## src/rtl/core/wildcard_glob_matcher_top_macros.svh

```systemverilog
// Assertion helpers shared by the matcher RTL.
// Each macro expands to one labeled concurrent assertion on aclk that is
// switched off while aresetn is low.
`ifndef WILDCARD_GLOB_MATCHER_TOP_MACROS_SVH
`define WILDCARD_GLOB_MATCHER_TOP_MACROS_SVH

// The consequent must hold in the same cycle as the antecedent.
`define GWM_ASSERT_SAME(label, ante, cons, msg) \
    label: assert property (@(posedge aclk) disable iff (!aresetn) \
        (ante) |-> (cons)) else $error(msg);

// The consequent must hold in the cycle after the antecedent.
`define GWM_ASSERT_NEXT(label, ante, cons, msg) \
    label: assert property (@(posedge aclk) disable iff (!aresetn) \
        (ante) |=> (cons)) else $error(msg);

`endif

```

## src/rtl/core/gwm_pkg.sv

```systemverilog
package gwm_pkg;

    // Pattern store depth and derived widths.
    localparam int PAT_MAX   = 64;
    localparam int ROW_W     = PAT_MAX + 1;
    localparam int SCAN_LVLS = $clog2(ROW_W);
    localparam int LEN_W     = 7;
    localparam int IDX_W     = 6;
    localparam int CHAR_W    = 8;

    // Wildcard codes.
    localparam logic [CHAR_W-1:0] STAR_CODE = 8'd42;
    localparam logic [CHAR_W-1:0] ANY_CODE  = 8'd63;

    // Request codes on s_req_type.
    typedef enum logic [1:0] {
        REQ_LOAD  = 2'd0,
        REQ_START = 2'd1,
        REQ_TEXT  = 2'd2
    } req_type_t;

    typedef logic [CHAR_W-1:0]              char_t;
    typedef logic [LEN_W-1:0]               len_t;
    typedef logic [ROW_W-1:0]               row_t;
    typedef logic [PAT_MAX-1:0][CHAR_W-1:0] pat_chars_t;

    // Controls for one row update.
    typedef struct packed {
        logic  start;
        char_t text_char;
        len_t  eff_len;
    } row_ctl_t;

    // Row positions 0..n are live; everything above is forced to zero.
    function automatic row_t len_mask(len_t n);
        row_t m;
        for (int j = 0; j < ROW_W; j++) begin
            m[j] = (j <= int'(n));
        end
        return m;
    endfunction

    // Log-depth prefix scan of next[j] = g[j] | (p[j] & next[j-1]).
    function automatic row_t prefix_scan(row_t g, row_t p);
        row_t gg;
        row_t pp;
        row_t gn;
        row_t pn;
        gg = g;
        pp = p;
        for (int l = 0; l < SCAN_LVLS; l++) begin
            for (int i = 0; i < ROW_W; i++) begin
                if (i >= (1 << l)) begin
                    gn[i] = gg[i] | (pp[i] & gg[i - (1 << l)]);
                    pn[i] = pp[i] & pp[i - (1 << l)];
                end else begin
                    gn[i] = gg[i];
                    pn[i] = pp[i];
                end
            end
            gg = gn;
            pp = pn;
        end
        return gg;
    endfunction

endpackage

```

## src/rtl/core/gwm_row_update.sv

```systemverilog
module gwm_row_update (
    input  gwm_pkg::row_t       row_i,
    input  gwm_pkg::pat_chars_t chars_i,
    input  gwm_pkg::row_ctl_t   ctl_i,
    output gwm_pkg::row_t       row_o
);

    gwm_pkg::row_t gen;
    gwm_pkg::row_t prop;
    gwm_pkg::row_t scanned;

    // Per-position generate and propagate terms. A star keeps its old-row bit
    // and passes the bit from its left neighbor in the new row; any other
    // position takes a diagonal step from the old row when the text byte fits.
    always_comb begin
        gen[0]  = ctl_i.start;
        prop[0] = 1'b0;
        for (int j = 1; j < gwm_pkg::ROW_W; j++) begin
            prop[j] = (chars_i[j-1] == gwm_pkg::STAR_CODE);
            if (ctl_i.start) begin
                gen[j] = 1'b0;
            end else if (prop[j]) begin
                gen[j] = row_i[j];
            end else begin
                gen[j] = row_i[j-1] &
                         ((chars_i[j-1] == ctl_i.text_char) |
                          (chars_i[j-1] == gwm_pkg::ANY_CODE));
            end
        end
    end

    // Resolve the star chain and clear positions beyond the pattern length.
    assign scanned = gwm_pkg::prefix_scan(gen, prop);
    assign row_o   = scanned & gwm_pkg::len_mask(ctl_i.eff_len);

endmodule

```

## src/rtl/core/wildcard_glob_matcher_top.sv

```systemverilog
// Channel  Direction  Ports                                             Handshake
// s_       in         s_req_type s_pattern_index s_pattern_char
//                     s_text_char                                       s_valid/s_ready
// m_       out        m_matched                                         m_valid/m_ready
// cfg_     in         cfg_wr_data (pattern_length)                      cfg_wr_en
//
// One transfer per cycle is sustained while results are taken: an item sits
// in the input register, then the row update (parallel compares plus a
// log-depth star scan) writes the match row and the result register, which
// drives m_valid.
// Reset clears the match row to bit zero only, the length to zero and both
// valid flags; the pattern store is not cleared.
// While a result waits, a load in the input register still completes; a start
// or text byte waits there and stalls the input until the result moves.
`include "wildcard_glob_matcher_top_macros.svh"

module wildcard_glob_matcher_top (
    input  logic                        aclk,
    input  logic                        aresetn,
    // Configuration write.
    input  logic                        cfg_wr_en,
    input  logic [gwm_pkg::LEN_W-1:0]   cfg_wr_data,
    // Request channel.
    input  logic                        s_valid,
    output logic                        s_ready,
    input  logic [1:0]                  s_req_type,
    input  logic [gwm_pkg::IDX_W-1:0]   s_pattern_index,
    input  logic [gwm_pkg::CHAR_W-1:0]  s_pattern_char,
    input  logic [gwm_pkg::CHAR_W-1:0]  s_text_char,
    // Result channel.
    output logic                        m_valid,
    input  logic                        m_ready,
    output logic                        m_matched
);

    // Input stage.
    logic                       s1_valid_reg;
    logic [1:0]                 s1_req_reg;
    logic [gwm_pkg::IDX_W-1:0]  s1_idx_reg;
    gwm_pkg::char_t             s1_pchar_reg;
    gwm_pkg::char_t             s1_tchar_reg;

    // Block state.
    gwm_pkg::pat_chars_t        chars_reg;
    gwm_pkg::row_t              row_reg;
    gwm_pkg::row_t              row_next;
    gwm_pkg::len_t              eff_len_reg;
    gwm_pkg::len_t              eff_len_next;
    gwm_pkg::row_ctl_t          upd_ctl;

    // Result stage.
    logic                       m_valid_reg;
    logic                       m_matched_reg;

    logic                       has_result;
    logic                       out_free;
    logic                       s1_fire;
    logic                       do_update;
    logic                       do_load;

    // Handshake between the two stages.
    assign has_result = (s1_req_reg == gwm_pkg::REQ_START) ||
                        (s1_req_reg == gwm_pkg::REQ_TEXT);
    assign out_free   = !m_valid_reg || m_ready;
    assign s1_fire    = s1_valid_reg && (!has_result || out_free);
    assign s_ready    = !s1_valid_reg || s1_fire;
    assign do_update  = s1_fire && has_result;
    assign do_load    = s1_fire && (s1_req_reg == gwm_pkg::REQ_LOAD) &&
                        (int'(s1_idx_reg) < gwm_pkg::PAT_MAX);

    // Lengths above the store depth saturate.
    assign eff_len_next = (int'(cfg_wr_data) > gwm_pkg::PAT_MAX) ?
                          gwm_pkg::LEN_W'(gwm_pkg::PAT_MAX) : cfg_wr_data;

    // Row update logic.
    always_comb begin
        upd_ctl.start     = (s1_req_reg == gwm_pkg::REQ_START);
        upd_ctl.text_char = s1_tchar_reg;
        upd_ctl.eff_len   = eff_len_reg;
    end

    gwm_row_update u_row_update (
        .row_i   (row_reg),
        .chars_i (chars_reg),
        .ctl_i   (upd_ctl),
        .row_o   (row_next)
    );

    // Input register: capture a request on each input transfer.
    always_ff @(posedge aclk) begin
        if (!aresetn) begin
            s1_valid_reg <= 1'b0;
        end else if (s_ready) begin
            s1_valid_reg <= s_valid;
        end
        if (s_valid && s_ready) begin
            s1_req_reg   <= s_req_type;
            s1_idx_reg   <= s_pattern_index;
            s1_pchar_reg <= s_pattern_char;
            s1_tchar_reg <= s_text_char;
        end
    end

    // Pattern store, written by load requests.
    always_ff @(posedge aclk) begin
        if (do_load) begin
            chars_reg[s1_idx_reg] <= s1_pchar_reg;
        end
    end

    // Match row and configured length.
    always_ff @(posedge aclk) begin
        if (!aresetn) begin
            row_reg     <= gwm_pkg::ROW_W'(1);
            eff_len_reg <= '0;
        end else begin
            if (do_update) begin
                row_reg <= row_next;
            end
            if (cfg_wr_en) begin
                eff_len_reg <= eff_len_next;
            end
        end
    end

    // Result register: holds its value until the output transfer.
    always_ff @(posedge aclk) begin
        if (!aresetn) begin
            m_valid_reg <= 1'b0;
        end else if (do_update) begin
            m_valid_reg <= 1'b1;
        end else if (m_ready) begin
            m_valid_reg <= 1'b0;
        end
        if (do_update) begin
            m_matched_reg <= row_next[eff_len_reg];
        end
    end

    assign m_valid   = m_valid_reg;
    assign m_matched = m_matched_reg;

    // A start leaves the empty-prefix bit set.
    `GWM_ASSERT_NEXT(a_start_sets_bit0, do_update && upd_ctl.start, row_reg[0], "start did not set row bit 0")
    // A text byte always clears the empty-prefix bit.
    `GWM_ASSERT_NEXT(a_text_clears_bit0, do_update && !upd_ctl.start, !row_reg[0], "text byte left row bit 0 set")
    // No live bit survives above the length used for the update.
    `GWM_ASSERT_NEXT(a_row_masked, do_update, (row_reg & ~$past(gwm_pkg::len_mask(eff_len_reg))) == '0, "row bit set above pattern length")
    // A finished result never gets overwritten while still pending.
    `GWM_ASSERT_SAME(a_no_overwrite, do_update, !m_valid_reg || m_ready, "result register overwritten before transfer")

endmodule
```

## config.mk

```make
export PLATFORM = sky130hd
export DESIGN_NAME = wildcard_glob_matcher_top
export DESIGN_NICKNAME = d
export VERILOG_FILES = /design/src/rtl/core/gwm_pkg.sv /design/src/rtl/core/gwm_row_update.sv /design/src/rtl/core/wildcard_glob_matcher_top.sv
export VERILOG_INCLUDE_DIRS = /design/src /design/src/rtl/core
export SDC_FILE = /design/constraint.sdc
export NUM_CORES = 1
export LEC_CHECK = 0
export ABC_AREA = 1
export BUFFER_PORTS_ARGS = -buffer_cell sky130_fd_sc_hd__buf_4
export CORE_MARGIN = 2
export CORE_UTILIZATION = 39
export CTS_BUF_LIST = sky130_fd_sc_hd__clkbuf_16
export CTS_CLUSTER_SIZE = 40
export DETAILED_ROUTE_END_ITERATION = 16
export PLACE_DENSITY = 0.5
export SETUP_SLACK_MARGIN = 0.2
export SLEW_MARGIN = 20
export SYNTH_ARGS = -nofsm -noshare
export SYNTH_HDL_FRONTEND = slang
export SYNTH_SLANG_ARGS = --single-unit
export TNS_END_PERCENT = 50
```

## constraint.sdc

```tcl
create_clock -name aclk -period 3.2 [get_ports aclk]
set_input_delay 0 -clock aclk [delete_from_list [all_inputs] [get_ports aclk]]
set_output_delay 0 -clock aclk [all_outputs]
set_load 0.01 [all_outputs]
```

======== Word level (Yosys, flattened, before mapping) ========
Index checks and enable logic that the tools add are counted.
operators by class
  magnitude comparators ................... 68
  eq/ne operators ......................... 194
  mux-type cells .......................... 136
  bitwise logic cells ..................... 1,049
  reductions and logical operators ........ 14
operators with widths
  kind                                                           number
  equality test 8 x 6 -> 1 bit, second input constant            128
  bitwise AND 1 bit                                              656
  bitwise mux 512 bit                                            1
  equality test 8 bit                                            64
  bitwise OR 1 bit                                               392
  less-or-equal comparator 6 x 7 -> 1 bit, first input constant  32
  two-way mux 1 bit                                              131
  less-or-equal comparator 5 x 7 -> 1 bit, first input constant  16
  bitwise AND 65 bit                                             1
  less-or-equal comparator 4 x 7 -> 1 bit, first input constant  8
  demux 8 bit (select 6 bit)                                     1
  less-or-equal comparator 3 x 7 -> 1 bit, first input constant  4
  less-or-equal comparator 2 x 7 -> 1 bit, first input constant  2
  < comparator 7 x 8 -> 1 bit, second input constant             1
  two-way mux 8 bit                                              1
  binary-select mux 1 bit (select 7 bit)                         1
  greater-than comparator 7 bit, second input constant           1
  less-or-equal comparator 1 x 7 -> 1 bit, first input constant  1
  less-or-equal comparator 7 bit, first input constant           1
  < comparator 6 x 7 -> 1 bit, second input constant             1
  two-way mux 7 bit                                              1
  >= comparator 6 x 1 -> 1 bit, second input constant            1
  logical AND 1 bit                                              5
  logical OR 1 bit                                               4
  other kinds (5)                                                7
word-level totals
  bits in registers ....................... 611
  input port bits ......................... 36
  word-level logic and storage cells ...... 1,534

======== Logic depth before layout (Yosys ltp) ========
  depth after elaboration ................. 21
  mapped depth ............................ 30

======== Hierarchy ========
From an unflattened synthesis, not the netlist that was laid out.
unflattened totals
  cells, all modules ...................... 4,946
  area, all modules ....................... 37,903.9 um^2
by module, submodules not included
  module                     instances  cells each  area an instance (um^2)
  wildcard_glob_matcher_top  1          1,137       19,926.6
  gwm_row_update             1          3,809       17,977.2

======== Worst setup path before layout ========
OpenSTA, ideal clock, no wires.
  kind .................................... flip-flop to flip-flop
  from .................................... register s1_req_reg[0]
  to ...................................... register m_matched_reg (netlist: m_matched) (data pin)
  arrival time ............................ 2.403 ns
  required time ........................... 2.938 ns
  slack ................................... 0.536 ns
  cell stages (with the launch flop) ...... 14
  buffers on the path ..................... 3
  cells stage by stage .................... edfxtp_1 > ha_1 > inv_2 > clkbuf_1 > buf_1 > clkbuf_1 > o22ai_1 > a221oi_1 > o21a_1 > nand3_1 > nand2_1 > nand2_1 > a21oi_1 > nand3_1
RTL lines
  item                                     line                              source
  start: declaration                       wildcard_glob_matcher_top.sv:38   logic [1:0] s1_req_reg;
  start signal: assignment                 wildcard_glob_matcher_top.sv:97   s1_req_reg <= s_req_type;
  equality test 2 x 1 -> 1 bit             wildcard_glob_matcher_top.sv:77   upd_ctl.start = (s1_req_reg == gwm_pkg::REQ_START);
  bitwise AND 65 bit                       gwm_row_update.sv:34              assign row_o = scanned & gwm_pkg::len_mask(ctl_i.eff_len);
  named net row_next[0]                    wildcard_glob_matcher_top.sv:46   gwm_pkg::row_t row_next;
  binary-select mux 1 bit (select 7 bit)   wildcard_glob_matcher_top.sv:136  m_matched_reg <= row_next[eff_len_reg];
  two-way mux 1 bit (implied by the code)  wildcard_glob_matcher_top.sv:136
  end signal: assignment                   wildcard_glob_matcher_top.sv:136
  end: declaration                         wildcard_glob_matcher_top.sv:53   logic m_matched_reg;
The timed path passes the listed nets, and every way through them passes these cells. The select of a mux whose other input is x is not followed.
A chain may end at the register's enable or synchronous reset.

======== Worst setup path after layout ========
  from .................................... register s1_tchar_reg[6]
  to ...................................... register m_matched_reg (netlist: m_matched) (data pin)
on the way
  cells in the longest elaborated chain, start to end .. 21
RTL lines
  item                                         line                              source
  start: declaration                           wildcard_glob_matcher_top.sv:41   gwm_pkg::char_t s1_tchar_reg;
  start signal: assignment                     wildcard_glob_matcher_top.sv:100  s1_tchar_reg <= s_text_char;
  equality test 8 bit                          gwm_row_update.sv:26              ((chars_i[j-1] == ctl_i.text_char) |
  bitwise OR 1 bit                             gwm_row_update.sv:26
  bitwise AND 1 bit                            gwm_row_update.sv:25              gen[j] = row_i[j-1] &
  two-way mux 1 bit                            gwm_row_update.sv:22              end else if (prop[j]) begin
  two-way mux 1 bit                            gwm_row_update.sv:20              if (ctl_i.start) begin
  bitwise AND 1 bit                            gwm_pkg.sv:54                     gn[i] = gg[i] | (pp[i] & gg[i - (1 << l)]);
  bitwise OR 1 bit                             gwm_pkg.sv:54
  bitwise AND 1 bit                            gwm_pkg.sv:54
  [... 4 more ...]                             -
  bitwise OR 1 bit                             gwm_pkg.sv:54
  bitwise AND 1 bit                            gwm_pkg.sv:54
  bitwise OR 1 bit                             gwm_pkg.sv:54
  bitwise AND 1 bit                            gwm_pkg.sv:54
  bitwise OR 1 bit (2 in a row)                gwm_pkg.sv:54
  bitwise AND 65 bit (*)                       gwm_row_update.sv:34
  binary-select mux 1 bit (select 7 bit) (*)   wildcard_glob_matcher_top.sv:136
  two-way mux 1 bit (implied by the code) (*)  wildcard_glob_matcher_top.sv:136
Mark *: on every way between the ends. The rest lies on a longest branch, timed or not. The select of a mux whose other input is x is not followed.

==> impl_metrics.toml <==
[status]
outcome = "finished with violations"
violations = "setup timing"

[timing]
rsz0062_at_grt = "true"
setup_ws_ns = -0.174
setup_viol = 1
tightest_slew_ns = 1.18
fin_crit_ns = 3.37
timing.final.crit_share_pct = 105
whs_ns = 0.0672
finClkSkew_ns = 0.0355
max_freq_ghz = 0.296
finalMaxSlewViolations = 0
relSlewSlack_pct = 21.6
hold_violations = 0

[critical_path]
crit_path_max_incr_delay_ns = 0.49
rr_worst_depth = 29
critPathKind = "reg -> reg"
cp_max_fo = 10
worstPathArrival_ns = 3.77
r2r_start = "s1_tchar_reg[6]"
slowest_stage = "edfxtp_1"
critPathRequiredTime_ns = 3.59
cp-end-kind = "register"
r2r_slack_ns = -0.17
crit_path_start_kind = "register"
rr_endpoint = "m_matched"
worst_path_most_repeated_cell = "nand2_1"

[finish]
nFillCells = 9190
final_net_count = 5574
drive_above_1_share_pct = 24.0
largest_reg_flops = 512
final_area_um2 = 49700
regArea_um2 = 17600
area_growth_pct = 30.9
multi_input_area_um2 = 18900

[clocking]
cts-htree-levels = 3
cts_tree = "done"
path_clk_slew_ns = 0.06
clock_latency_ns = 0.66
cts_made_buffers = 74
cts_sinks = 611
clk_path_buf_depth = 3
clockRootBuffer = "clkbuf_16"

[die]
rows = 114
dieHeight_um = 316
ioPinCount = 39
die_area_um2 = 99800
initial_core_util_pct = 39.3
die_w_um = 316
fp.coreArea_um2 = 96600

[power_and_ir_drop]
swShare_pct = 24.9
pwr-share-comb_pct = 10.2
power_density_nw_per_um2 = 383
peakVddDrop_mv = 0.354
power.switching_w = 0.00474
internal_power_w = 0.0143
pwr-share-clk_pct = 43.4
p_seq_share_pct = 46.4
p_leak_nw = 20.4

[synth]
synthesis.nets = 4918
avgSynthCellArea_um2 = 7.77
synth_area_um2 = 37900
ys_ff_latch = 611
synth_ff_type = "edfxtp_1"
synth_edf_count = 537
async_reset_ff_share_pct = 0
ys_seq_area_share_pct = 46.4
yosys_warnings = 0
syn_inst = 4880
synth_cell_types = 53

[placed_design]
globalplace.congestion = 1.03
dp_hpwl_um = 104000
dpl_worst_slack_ns = -0.392
portBuffers = 38
placed_area_um2 = 43800

[global_routing]
grt_usage_pct = 29.0
antenna_found_initial = 3
grt_pass1_wl_um = 215000
gr-total-overflow = 0
grt_pass1_vias = 33800
grt_max_degree = 76

[detailed_routing]
postRouteAntennaNets = 0
drt-total-wl_um = 148000
drt_iter0_drc = 3358
vias = 36200
vias_per_cell = 5.27
wl_per_cell_um = 21.5
drc = 0
first_pass_iters = 6

[worst_hold_path]
min_to = "s1_idx_reg[3]"
hp-start = "s_pattern_index[3]"
worstHoldPathType = "in -> reg"
min_delay_path_depth = 2

[flow_run]
drv_cap = 0
[metal layers]
| metal | wire [µm] | GRT usage [%] | up-vias |
|---|---|---|---|
| li1 | - | - | 17400 |
| met1 | 66900 | 41.7 | 17300 |
| met2 | 66100 | 46.3 | 1303 |
| met3 | 10900 | 3.71 | 229 |
| met4 | 4000 | 7.43 | 0 |
| met5 | 0 | 0 | - |
[power groups by stage]
stage | Sequential (W) | Clock, W | Combinational [W]
finish | 0.00883 | 0.00824 | 0.00194
global route | 0.00883 | 0.00873 | 0.00205
CTS | 0.00882 | 0.00840 | 0.00181
detailed placement | 0.00899 | 0 | 0.00164
global placement | 0.00899 | 0 | 0.00164
floorplan | 0.00900 | 0 | 0.000808
[worst max-delay path, delay by kind of cell, from the launching register on]
kind	cells	cell delay (ns)
AO/OA/AOI/OAI	2	0.26
XOR/XNOR	1	0.12
buffers and inverters	6	0.77
flip-flops	1	0.49
AND/OR/NAND/NOR	20	1.44
[layout by cell type, fill, tap and decap left out, types with 8 or more instances in the layout]
cell type         n
a211oi_1         19
a211oi_2         18
a21oi_1         103
a21oi_2          44
a21oi_4          24
buf_12           56
buf_16           12
buf_4           549
buf_6            34
clkbuf_16        77
clkinv_1         24
dfxtp_1          74
dlygate4sd3_1    48
edfxtp_1        537
inv_1           646
inv_2            30
nand2_1        1210
nand2_2         192
nand2_4          19
nand3_1         257
nand3_2          45
nand3_4           8
nand4_1         255
nor2_1          548
nor2_2           36
nor3_1           74
nor3_2           10
nor4_1           59
nor4_2           24
o21ai_0          89
o21ai_1          14
o21ai_2          24
or2_0            14
or2_1            24
or2_2            42
xnor2_1         183
xnor2_2          36
xor2_1           25
[cell type report]
| class | instances | share of cell area [%] |
|---|---|---|
| Tap cell | 1276 | 3.21 |
| Inverter | 673 | 5.22 |
| Multi-Input combinational cell | 3468 | 38.0 |
| Sequential cell | 611 | 35.4 |
| Clock inverter | 59 | 0.977 |
| Timing Repair Buffer | 708 | 13.4 |
| Clock buffer | 74 | 3.73 |
| Antenna cell | 2 | 0.0101 |
[cell families (layout without fill, tap and decap cells)]
family                   Yosys count  count (layout)  synth area share (%)
AND/OR/NAND/NOR                 2843            2843                  33.1
AO/OA/AOI/OAI                    377             377                  5.55
flip-flops                       611             611                  46.4
other                              0               2                     0
adder cells (fa/ha/maj)            2               2                0.0659
XOR/XNOR                         246             246                  5.68
buffers and inverters            801            1514                  9.19
[cell usage after synthesis (7+ instances only)]
master,instances,area (µm²)
or2_2,42,263
inv_2,25,93.8
nand2_1,1400,5260
a31oi_1,7,43.8
nor2_2,9,56.3
dfxtp_1,74,1480
buf_4,17,128
nand4_1,255,1600
nor4_1,66,413
buf_1,10,37.5
o21ai_0,99,495
o21ai_1,32,160
xnor2_1,219,1920
nor2_1,576,2160
xor2_1,27,236
nor3_1,77,385
or2_0,14,87.6
buf_2,27,135
edfxtp_1,537,16100
a21oi_1,160,801
nor3_2,8,80.1
or2_1,24,150
nor4_2,17,213
a211oi_1,37,278
buf_6,28,315
inv_1,643,2410
nand3_1,305,1530
clkbuf_1,34,128
o21bai_1,12,90.1
a21oi_2,11,96.3
nand2_2,21,131
[metrics by stage]
step	total power, W	instances	setup TNS [ns]	utilization [%]
final	0.0190	6871	-0.174	51.4
after global routing	0.0196	6870	-0.658	51.4
after CTS	0.0190	6828	-0.103	49.4
after detailed placement	0.0106	6622	-1.96	45.3
after global placement	0.0106	6622	-1.97	45.3
after floorplan	0.00981	4880	0	-
[how the worst max path moves through the flow]
stage                     depth (start not counted)       startpoint         to
after global placement                           24  s1_tchar_reg[7]  m_matched
after floorplan                                  13    s1_req_reg[0]  m_matched
after CTS                                        27  s1_tchar_reg[1]  m_matched
after global routing                             29  s1_tchar_reg[6]  m_matched
after detailed placement                         25  s1_tchar_reg[7]  m_matched
final                                            29  s1_tchar_reg[6]  m_matched
[timing repair]
item / in CTS / in global routing
setup endpoints to repair: 34 / 98
endpoints found under the hold margin: 63 / 0
gates resized for setup: 184 / 396
buffers inserted: 17 / 38
pin swaps: 27 / 136
hold buffers: 48 / 0
cloned: 8 / 3
(Power assumes the default switching activity.)
